### config.mk
export PLATFORM = sky130hd
export DESIGN_NAME = sntp_reply_validate
export DESIGN_NICKNAME = d
export VERILOG_FILES = /design/src/rtl/sntp_rv_pkg.sv /design/src/rtl/sntp_rv_cfg.sv /design/src/rtl/sntp_rv_diff.sv /design/src/rtl/sntp_rv_check.sv /design/src/rtl/sntp_rv_dist.sv /design/src/rtl/sntp_reply_validate.sv
export SDC_FILE = /design/constraint.sdc
export NUM_CORES = 2
export LEC_CHECK = 0
export ABC_AREA = 1
export BUFFER_PORTS_ARGS = -buffer_cell sky130_fd_sc_hd__buf_2
export CORE_ASPECT_RATIO = 0.8
export CORE_MARGIN = 10
export CORE_UTILIZATION = 50
export CTS_CLUSTER_SIZE = 14
export DETAILED_ROUTE_END_ITERATION = 8
export MAX_ROUTING_LAYER = met4
export PLACE_DENSITY_LB_ADDON = 0.3
export RECOVER_POWER = 100
export SYNTH_ARGS = -nofsm -noshare
export SYNTH_HDL_FRONTEND = slang
export SYNTH_SLANG_ARGS = --single-unit
### constraint.sdc
create_clock -name clk -period 29.6 [get_ports clk]
set_input_delay 8.88 -clock clk [delete_from_list [all_inputs] [get_ports clk]]
set_output_delay 8.88 -clock clk [all_outputs]
set_load 0.1 [all_outputs]
### src/rtl/sntp_rv_pkg.sv
// ----------------------------------------------------------------------------
// sntp_rv_pkg
// Shared types and constants of the SNTP reply validator pipeline.
// ----------------------------------------------------------------------------
package sntp_rv_pkg;

  localparam logic [6:0] MIN_REPLY_LEN = 7'd48;
  localparam logic [2:0] MODE_SERVER   = 3'd4;
  localparam logic [7:0] MAX_STRATUM   = 8'd15;
  localparam logic [1:0] LEAP_ALARM    = 2'd3;

  // Configuration register indexes.
  localparam logic [7:0] CFG_MAX_ROOT_DIST = 8'd0;
  localparam logic [7:0] CFG_REF_SLOP      = 8'd1;
  localparam logic [7:0] CFG_DELAY_EPS     = 8'd2;

  localparam logic [47:0] MAX_ROOT_DIST_RST = 48'h0001_0000_0000;
  localparam logic [39:0] REF_SLOP_RST      = 40'h01_0000_0000;
  localparam logic [31:0] DELAY_EPS_RST     = 32'd4294967;

  typedef enum logic [3:0] {
    ST_OK       = 4'd0,
    ST_SHORT    = 4'd1,
    ST_MODE     = 4'd2,
    ST_VERSION  = 4'd3,
    ST_ORIGIN   = 4'd4,
    ST_KOD      = 4'd5,
    ST_LEAP     = 4'd6,
    ST_STRATUM  = 4'd7,
    ST_RXZERO   = 4'd8,
    ST_XMTZERO  = 4'd9,
    ST_REFTIME  = 4'd10,
    ST_BADTIME  = 4'd11,
    ST_ROOTDIST = 4'd12
  } status_t;

  typedef struct packed {
    logic [47:0] max_root_distance;
    logic [39:0] reference_slop;
    logic [31:0] delay_epsilon;
  } cfg_regs_t;

  typedef struct packed {
    logic [6:0]  reply_length;
    logic [7:0]  header_byte;
    logic [7:0]  stratum_in;
    logic [31:0] root_delay;
    logic [31:0] root_dispersion;
    logic [63:0] reference_stamp;
    logic [63:0] originate_stamp;
    logic [63:0] receive_stamp;
    logic [63:0] transmit_stamp;
    logic [63:0] local_send;
    logic [63:0] local_receive;
    logic [63:0] request_nonce;
  } in_item_t;

  // After the header checks and the stamp differences.
  typedef struct packed {
    status_t     status;
    logic [7:0]  stratum;
    logic [63:0] d32;
    logic [63:0] d21;
    logic [63:0] d34;
    logic [63:0] d41;
    logic [63:0] dref;
    logic [31:0] root_delay;
    logic [31:0] root_dispersion;
  } s1_t;

  // After the reference check, raw delay and halved deltas.
  typedef struct packed {
    status_t     status;
    logic [7:0]  stratum;
    logic [64:0] delay_raw;
    logic [63:0] half21;
    logic [63:0] half34;
    logic [31:0] root_delay;
    logic [31:0] root_dispersion;
  } s2_t;

  // After the delay check, offset sum and root delay plus delay.
  typedef struct packed {
    status_t     status;
    logic [7:0]  stratum;
    logic [63:0] offset;
    logic [62:0] delay;
    logic [63:0] dist_sum;
    logic [31:0] root_dispersion;
  } s3_t;

  typedef struct packed {
    status_t     status;
    logic [7:0]  stratum;
    logic [63:0] clock_offset;
    logic [62:0] round_trip_delay;
    logic [63:0] root_distance;
  } res_t;

endpackage

### src/rtl/sntp_rv_cfg.sv
// ----------------------------------------------------------------------------
// sntp_rv_cfg
// Configuration registers: root distance bound, reference slop, delay epsilon.
// ----------------------------------------------------------------------------
module sntp_rv_cfg
  import sntp_rv_pkg::*;
(
  input  logic        clk,
  input  logic        rst_n,
  input  logic        cfg_valid,
  input  logic [7:0]  cfg_index,
  input  logic [47:0] cfg_data,
  output cfg_regs_t   regs
);

  cfg_regs_t regs_r;

  always_ff @(posedge clk) begin
    if (!rst_n) begin
      regs_r.max_root_distance <= MAX_ROOT_DIST_RST;
      regs_r.reference_slop    <= REF_SLOP_RST;
      regs_r.delay_epsilon     <= DELAY_EPS_RST;
    end else if (cfg_valid) begin
      // Writes beyond the register list fall through and are dropped.
      if (cfg_index == CFG_MAX_ROOT_DIST) begin
        regs_r.max_root_distance <= cfg_data;
      end else if (cfg_index == CFG_REF_SLOP) begin
        regs_r.reference_slop <= cfg_data[39:0];
      end else if (cfg_index == CFG_DELAY_EPS) begin
        regs_r.delay_epsilon <= cfg_data[31:0];
      end
    end
  end

  assign regs = regs_r;

endmodule

### src/rtl/sntp_rv_diff.sv
// ----------------------------------------------------------------------------
// sntp_rv_diff
// Stage 1: header checks in priority order and the stamp differences.
// ----------------------------------------------------------------------------
module sntp_rv_diff
  import sntp_rv_pkg::*;
(
  input  logic     clk,
  input  logic     rst_n,
  input  logic     up_valid,
  output logic     up_ready,
  input  in_item_t up_data,
  output logic     dn_valid,
  input  logic     dn_ready,
  output s1_t      dn_data
);

  logic    v1_r;
  s1_t     s1_r;
  s1_t     s1_nxt;
  status_t st;
  logic [2:0] mode;
  logic [2:0] ver;
  logic [1:0] leap;

  assign mode = up_data.header_byte[2:0];
  assign ver  = up_data.header_byte[5:3];
  assign leap = up_data.header_byte[7:6];

  always_comb begin
    if (up_data.reply_length < MIN_REPLY_LEN) begin
      st = ST_SHORT;
    end else if (mode != MODE_SERVER) begin
      st = ST_MODE;
    end else if (!(ver inside {[3'd1:3'd4]})) begin
      st = ST_VERSION;
    end else if (up_data.originate_stamp != up_data.request_nonce) begin
      st = ST_ORIGIN;
    end else if (up_data.stratum_in == 8'd0) begin
      st = ST_KOD;
    end else if (leap == LEAP_ALARM) begin
      st = ST_LEAP;
    end else if (up_data.stratum_in > MAX_STRATUM) begin
      st = ST_STRATUM;
    end else if (up_data.receive_stamp == 64'd0) begin
      st = ST_RXZERO;
    end else if (up_data.transmit_stamp == 64'd0) begin
      st = ST_XMTZERO;
    end else if (up_data.reference_stamp == 64'd0) begin
      st = ST_REFTIME;
    end else begin
      st = ST_OK;
    end
  end

  always_comb begin
    s1_nxt.status          = st;
    s1_nxt.stratum         = (st == ST_SHORT) ? 8'd0 : up_data.stratum_in;
    s1_nxt.d32             = up_data.transmit_stamp - up_data.receive_stamp;
    s1_nxt.d21             = up_data.receive_stamp - up_data.local_send;
    s1_nxt.d34             = up_data.transmit_stamp - up_data.local_receive;
    s1_nxt.d41             = up_data.local_receive - up_data.local_send;
    s1_nxt.dref            = up_data.reference_stamp - up_data.transmit_stamp;
    s1_nxt.root_delay      = up_data.root_delay;
    s1_nxt.root_dispersion = up_data.root_dispersion;
  end

  assign up_ready = !v1_r || dn_ready;

  always_ff @(posedge clk) begin
    if (!rst_n) begin
      v1_r <= 1'b0;
    end else if (up_ready) begin
      v1_r <= up_valid;
    end
  end

  always_ff @(posedge clk) begin
    if (up_ready && up_valid) begin
      s1_r <= s1_nxt;
    end
  end

  assign dn_valid = v1_r;
  assign dn_data  = s1_r;

endmodule

### src/rtl/sntp_rv_check.sv
// ----------------------------------------------------------------------------
// sntp_rv_check
// Stages 2 and 3: reference and timing checks, delay clamp, offset sum.
// ----------------------------------------------------------------------------
module sntp_rv_check
  import sntp_rv_pkg::*;
(
  input  logic      clk,
  input  logic      rst_n,
  input  cfg_regs_t regs,
  input  logic      up_valid,
  output logic      up_ready,
  input  s1_t       up_data,
  output logic      dn_valid,
  input  logic      dn_ready,
  output s3_t       dn_data
);

  logic v2_r;
  logic v3_r;
  s2_t  s2_r;
  s2_t  s2_nxt;
  s3_t  s3_r;
  s3_t  s3_nxt;
  logic ready2;
  logic ready3;
  logic ref_bad;
  logic [63:0] t21;
  logic [63:0] t34;
  logic [64:0] neg_eps;
  logic        delay_bad;
  logic [62:0] delay_clamped;
  logic [63:0] rdel;

  // Stage 2. Halving truncates toward zero: bias negatives by one first.
  always_comb begin
    ref_bad = $signed(up_data.dref) > $signed({24'd0, regs.reference_slop});
    t21     = up_data.d21 + {63'd0, up_data.d21[63]};
    t34     = up_data.d34 + {63'd0, up_data.d34[63]};

    if (up_data.status != ST_OK) begin
      s2_nxt.status = up_data.status;
    end else if (ref_bad) begin
      s2_nxt.status = ST_REFTIME;
    end else if (up_data.d32[63]) begin
      s2_nxt.status = ST_BADTIME;
    end else begin
      s2_nxt.status = ST_OK;
    end
    s2_nxt.stratum         = up_data.stratum;
    s2_nxt.delay_raw       = {up_data.d41[63], up_data.d41} - {up_data.d32[63], up_data.d32};
    s2_nxt.half21          = {t21[63], t21[63:1]};
    s2_nxt.half34          = {t34[63], t34[63:1]};
    s2_nxt.root_delay      = up_data.root_delay;
    s2_nxt.root_dispersion = up_data.root_dispersion;
  end

  // Stage 3. The 65-bit delay also catches the underflow case, since the
  // tolerance is far smaller than the signed 64-bit range.
  always_comb begin
    neg_eps       = 65'd0 - {33'd0, regs.delay_epsilon};
    delay_bad     = $signed(s2_r.delay_raw) < $signed(neg_eps);
    delay_clamped = s2_r.delay_raw[64] ? 63'd0 : s2_r.delay_raw[62:0];
    rdel          = s2_r.root_delay[31] ? 64'd0 : {16'd0, s2_r.root_delay, 16'd0};

    if (s2_r.status != ST_OK) begin
      s3_nxt.status = s2_r.status;
    end else if (delay_bad) begin
      s3_nxt.status = ST_BADTIME;
    end else begin
      s3_nxt.status = ST_OK;
    end
    s3_nxt.stratum         = s2_r.stratum;
    s3_nxt.offset          = s2_r.half21 + s2_r.half34;
    s3_nxt.delay           = delay_clamped;
    s3_nxt.dist_sum        = rdel + {1'b0, delay_clamped};
    s3_nxt.root_dispersion = s2_r.root_dispersion;
  end

  assign ready3   = !v3_r || dn_ready;
  assign ready2   = !v2_r || ready3;
  assign up_ready = ready2;

  always_ff @(posedge clk) begin
    if (!rst_n) begin
      v2_r <= 1'b0;
      v3_r <= 1'b0;
    end else begin
      if (ready2) begin
        v2_r <= up_valid;
      end
      if (ready3) begin
        v3_r <= v2_r;
      end
    end
  end

  always_ff @(posedge clk) begin
    if (ready2 && up_valid) begin
      s2_r <= s2_nxt;
    end
    if (ready3 && v2_r) begin
      s3_r <= s3_nxt;
    end
  end

  assign dn_valid = v3_r;
  assign dn_data  = s3_r;

endmodule

### src/rtl/sntp_rv_dist.sv
// ----------------------------------------------------------------------------
// sntp_rv_dist
// Stage 4: root distance with saturation, bound check and result register.
// ----------------------------------------------------------------------------
module sntp_rv_dist
  import sntp_rv_pkg::*;
(
  input  logic      clk,
  input  logic      rst_n,
  input  cfg_regs_t regs,
  input  logic      up_valid,
  output logic      up_ready,
  input  s3_t       up_data,
  output logic      dn_valid,
  input  logic      dn_ready,
  output res_t      dn_data
);

  logic v4_r;
  res_t res_r;
  res_t res_nxt;
  logic [64:0] total_wide;
  logic [63:0] total;
  logic [63:0] bound;
  logic        over;

  always_comb begin
    total_wide = {2'b00, up_data.dist_sum[63:1]}
               + {17'd0, up_data.root_dispersion, 16'd0};
    total      = total_wide[64] ? {64{1'b1}} : total_wide[63:0];
    bound      = {16'd0, regs.max_root_distance};
    // The dropped half unit still counts when the distance sits on the bound.
    over       = (total > bound) || ((total == bound) && up_data.dist_sum[0]);

    res_nxt.stratum = up_data.stratum;
    if (up_data.status != ST_OK) begin
      res_nxt.status           = up_data.status;
      res_nxt.clock_offset     = 64'd0;
      res_nxt.round_trip_delay = 63'd0;
      res_nxt.root_distance    = 64'd0;
    end else begin
      res_nxt.status           = over ? ST_ROOTDIST : ST_OK;
      res_nxt.clock_offset     = up_data.offset;
      res_nxt.round_trip_delay = up_data.delay;
      res_nxt.root_distance    = total;
    end
  end

  assign up_ready = !v4_r || dn_ready;

  always_ff @(posedge clk) begin
    if (!rst_n) begin
      v4_r <= 1'b0;
    end else if (up_ready) begin
      v4_r <= up_valid;
    end
  end

  always_ff @(posedge clk) begin
    if (up_ready && up_valid) begin
      res_r <= res_nxt;
    end
  end

  assign dn_valid = v4_r;
  assign dn_data  = res_r;

endmodule

### src/rtl/sntp_reply_validate.sv
// ----------------------------------------------------------------------------
// sntp_reply_validate
// SNTP server reply validator with offset, delay and root distance output.
// ----------------------------------------------------------------------------
// The block takes one parsed reply word per clock unless back-pressure stalls
// it and returns one result word per reply, in order. It has four register
// stages: header checks and stamp differences, reference check with the raw
// delay and halved deltas, delay check with the offset sum and root delay
// addition, and the root distance addition with its bound compare feeding the
// output register. Each stage holds its word under back-pressure and bubbles
// close up, so input is still accepted while a finished result waits, until
// the stages fill. The configuration registers are meant to be written only
// while the pipeline is empty; cfg_ready is always high and writes to indexes
// past the list are dropped.
// ----------------------------------------------------------------------------
module sntp_reply_validate
  import sntp_rv_pkg::*;
(
  input  logic         clk,
  input  logic         rst_n,
  // Reply input. Fields from the lowest bit up: reply_length[6:0],
  // header_byte[14:7], stratum_in[22:15], root_delay[54:23],
  // root_dispersion[86:55], reference_stamp[150:87], originate_stamp[214:151],
  // receive_stamp[278:215], transmit_stamp[342:279], local_send[406:343],
  // local_receive[470:407], request_nonce[534:471], zero pad [535].
  input  logic         in_tvalid,
  output logic         in_tready,
  input  logic [535:0] in_tdata,
  // Result output. Fields from the lowest bit up: status[3:0],
  // stratum_out[11:4], clock_offset[75:12], round_trip_delay[138:76],
  // root_distance[202:139], zero pad [207:203].
  output logic         out_tvalid,
  input  logic         out_tready,
  output logic [207:0] out_tdata,
  // Configuration write: index 0 max_root_distance, 1 reference_slop,
  // 2 delay_epsilon; data is masked to the register width.
  input  logic         cfg_valid,
  output logic         cfg_ready,
  input  logic [7:0]   cfg_index,
  input  logic [47:0]  cfg_data
);

  cfg_regs_t regs;
  in_item_t  item;
  s1_t       s1_data;
  s3_t       s3_data;
  res_t      res;
  logic      s1_valid;
  logic      s1_ready;
  logic      s3_valid;
  logic      s3_ready;

  assign cfg_ready = 1'b1;

  // Unpack the input word.
  assign item.reply_length    = in_tdata[6:0];
  assign item.header_byte     = in_tdata[14:7];
  assign item.stratum_in      = in_tdata[22:15];
  assign item.root_delay      = in_tdata[54:23];
  assign item.root_dispersion = in_tdata[86:55];
  assign item.reference_stamp = in_tdata[150:87];
  assign item.originate_stamp = in_tdata[214:151];
  assign item.receive_stamp   = in_tdata[278:215];
  assign item.transmit_stamp  = in_tdata[342:279];
  assign item.local_send      = in_tdata[406:343];
  assign item.local_receive   = in_tdata[470:407];
  assign item.request_nonce   = in_tdata[534:471];

  sntp_rv_cfg u_cfg (
    .clk       (clk),
    .rst_n     (rst_n),
    .cfg_valid (cfg_valid),
    .cfg_index (cfg_index),
    .cfg_data  (cfg_data),
    .regs      (regs)
  );

  // Stage 1: header checks and differences of the timestamps.
  sntp_rv_diff u_diff (
    .clk      (clk),
    .rst_n    (rst_n),
    .up_valid (in_tvalid),
    .up_ready (in_tready),
    .up_data  (item),
    .dn_valid (s1_valid),
    .dn_ready (s1_ready),
    .dn_data  (s1_data)
  );

  // Stages 2 and 3: reference and timing checks, delay clamp and offset.
  sntp_rv_check u_check (
    .clk      (clk),
    .rst_n    (rst_n),
    .regs     (regs),
    .up_valid (s1_valid),
    .up_ready (s1_ready),
    .up_data  (s1_data),
    .dn_valid (s3_valid),
    .dn_ready (s3_ready),
    .dn_data  (s3_data)
  );

  // Stage 4: root distance, bound check and the output register.
  sntp_rv_dist u_dist (
    .clk      (clk),
    .rst_n    (rst_n),
    .regs     (regs),
    .up_valid (s3_valid),
    .up_ready (s3_ready),
    .up_data  (s3_data),
    .dn_valid (out_tvalid),
    .dn_ready (out_tready),
    .dn_data  (res)
  );

  assign out_tdata = {5'd0, res.root_distance, res.round_trip_delay,
                      res.clock_offset, res.stratum, res.status};

endmodule

==> results.json <==
{
  "run_status": "complete, but fails checks",
  "violations": "max-capacitance violations, max-slew violations",
  "ys.flop_type": "edfxtp_1",
  "postRouteAntennaNets": 0,
  "critPathKind": "primary input to flip-flop",
  "synth_area_um2": 82410,
  "finalWirelength_um": 366600,
  "holdBufCountCts": 0,
  "dpl.hpwl_um": 312100,
  "ctsResizeCount": 0,
  "cap_viol_max_count": 18,
  "rsz0062_at_grt": "no",
  "via_per_inst": 5.889,
  "synth_edf_count": 1070,
  "cts_setup_buffers": 0,
  "num_io_pins": 808,
  "drt_pass1_iterations": 9,
  "syn_inst": 10011,
  "syn_area_per_cell_um2": 8.231,
  "synthTopCellsByArea": "edfxtp_1 39%, ha_1 10%, inv_1 8.2%",
  "finalCritPeriodShare": 0.7675,
  "stdcell_area_um2": 92330,
  "r2r_cells": 13,
  "start_util": 0.5022,
  "period_needed_ns": 22.72,
  "worst_hold_slack_ns": 0.4002,
  "coreArea_um2": 164100,
  "peakVddDrop_mv": 0.05886,
  "yosysTopAreaCellShare": 0.3899,
  "area_delta_synth_final_pct": 12.04,
  "max_slew_margin": -5.333,
  "grt_use_total": 0.3974,
  "layout-drive-gt1-share": 0.07078,
  "fin_worst_skew_ns": 0.09507,
  "utilization": 0.5627,
  "cts_buffer_depth": 3,
  "worstHoldStart": "u_diff.dn_data[48]",
  "die_h_um": 383.1,
  "antenna_found_initial": 61,
  "finalHoldViolCount": 0,
  "vias": 77533,
  "port_buffers": 796,
  "startpoint": "out_tready",
  "initialDrtViolationCount": 11111,
  "grt_max_degree": 161,
  "yosysTopAreaCell": "edfxtp_1",
  "routabilityCongestion": 1.160,
  "critPathRequiredTime_ns": 30.04,
  "crit_chain": "buf_2 -> nor2_1 -> inv_1 -> nor2_1 -> inv_1 -> nor2_1 -> inv_1 -> nor2_1 -> nor2_4 -> clkbuf_1 -> clkbuf_1 -> clkbuf_1 -> buf_4",
  "layout.nets": 12127,
  "ys_seq_elements": 1194,
  "end_kind": "flip-flop",
  "min_path_cells": 0,
  "wire_per_inst_um": 27.84,
  "tightest_slew_ns": 9.500,
  "worst_path_most_repeated_cell": "nor2_1",
  "crit_fanout": 160,
  "r2r_start": "u_dist.dn_valid",
  "cts_tree": "done",
  "power.leakage_nw": 40.61,
  "startpoint_type": "primary input",
  "clk_pin_slew_worst_paths_ns": 0.07,
  "die-area_um2": 181600,
  "rows": 133,
  "grt_pass1_wl_um": 511200,
  "setup_viol": 0,
  "fmax_mhz": 44.02,
  "critPathArrivalTime_ns": 23.16,
  "cts_root_buf": "clkbuf_16",
  "yosys_warnings": 0,
  "synth.distinct_cells": 65,
  "die_w_um": 473.9,
  "crit_path_max_incr_delay_ns": 6.79,
  "clock_latency_ns": 0.84,
  "power_per_cell_area_nw_per_um2": 56.78,
  "seq_area_frac_synth": 0.4200,
  "numClockSinks": 1194,
  "grt_pass1_vias": 73742,
  "async_flop_share": 0,
  "overflow": 0,
  "totalNegativeSetupSlack_ns": 0,
  "cts_buffers": 118,
  "htree_levels": 3,
  "fill_cells": 15010,
  "slew_violations": 1414,
  "place_area_um2": 88930,
  "cpMaxStageDelayCell": "clkbuf_1",
  "drc_errors": 0,
  "worstHoldPathType": "flip-flop to flip-flop"
}
placed cells by master, fill, tap and decap left out, types with 15 or more instances in the layout:
cell type and n:
clkbuf_16 119, edfxtp_1 1070, xor2_1 478, clkinv_1 18, nand3_1 275, clkbuf_1 278
a31oi_1 137, o21a_1 47, nor4_1 134, xnor2_1 220, nor2_1 1310, buf_2 559
o21bai_1 52, nand3b_1 15, o211ai_1 53, o21ai_0 523, nand4_1 162, a21boi_0 26
ha_1 660, nor3_1 162, dfxtp_1 124, a21o_1 98, nand2_1 1531, clkinv_2 24
inv_1 1804, diode_2 43, a21oi_1 914
through the flow:
step                cells  setup WS (ns)  total power [mW]
finish              13166          6.882             5.243
global route        13158          6.070             5.394
CTS                 13123          10.52             5.166
detailed placement  12901          10.53             3.636
global placement    12901          10.45             3.613
floorplan           10015          2.633             3.023
state kept, by name, summed over array words and instances (netlist names):
signal	count
u_diff.dn_data	396
u_check.s2_r	267
u_check.dn_data	219
u_dist.dn_data	188
u_cfg.regs	120
u_check.dn_valid	1
u_check.v2_r	1
u_diff.dn_valid	1
u_dist.dn_valid	1
area by class of cell:
cell class | count | area [µm²] | area share
repair buffers | 821 | 3807 | 0.04124
multi-input cells | 6919 | 40390 | 0.4374
well taps | 2160 | 2703 | 0.02927
inverters | 1807 | 6787 | 0.07350
clock inverters | 79 | 849.6 | 0.009201
diodes | 43 | 107.6 | 0.001165
clock buffers | 143 | 3078 | 0.03334
flip-flops and latches | 1194 | 34610 | 0.3749
routing by layer:
metal | up-vias | global-route usage | share of wire
met5 | - | - | 0
met4 | 0 | 0.1753 | 0.055
met3 | 791 | 0.1044 | 0.12
met2 | 4762 | 0.5707 | 0.42
met1 | 36673 | 0.5265 | 0.41
li1 | 35307 | - | -
critical path: cells and delay by family:
family	cells	cell delay (ns)
simple gates	5	0.28
buf+inv	8	13.56
power breakdown:
group	leakage, nW	internal (mW)	total, mW	switching (mW)
Sequential	11.1	2.04	2.15	0.106
Clock	1.90	0.831	1.55	0.720
Combinational	27.6	0.433	1.55	1.11
Total	40.6	3.30	5.24	1.94
cells in the mapped netlist, types with 124 or more instances:
cell type,number
xnor2_1,220
nand3_1,273
nand4_1,161
edfxtp_1,1070
ha_1,660
dfxtp_1,124
a31oi_1,137
o21ai_0,512
a21oi_1,913
nor4_1,129
nor2_1,1300
nand2_1,1524
nor3_1,157
xor2_1,478
inv_1,1806
cells by family after synthesis:
kind of cell             count (synthesis)  synth area share
XOR/XNOR                               698           0.07419
other                                    2        0.00009113
AND/OR/NAND/NOR                       3646            0.1874
buffers and inverters                 1902           0.08771
adder cells (fa/ha/maj)                669            0.1024
flip-flops                            1194            0.4200
AO/OA/AOI/OAI                         1900            0.1282
final timing paths:
path                            slack, ns                   to
worst min-delay path                 0.40     u_check.s2_r[48]
worst min register to register       0.40     u_check.s2_r[48]
worst max-delay path                 6.88  u_diff.dn_data[289]
worst max register to register      14.69  u_diff.dn_data[289]
Power figures use the tool's default switching activity.
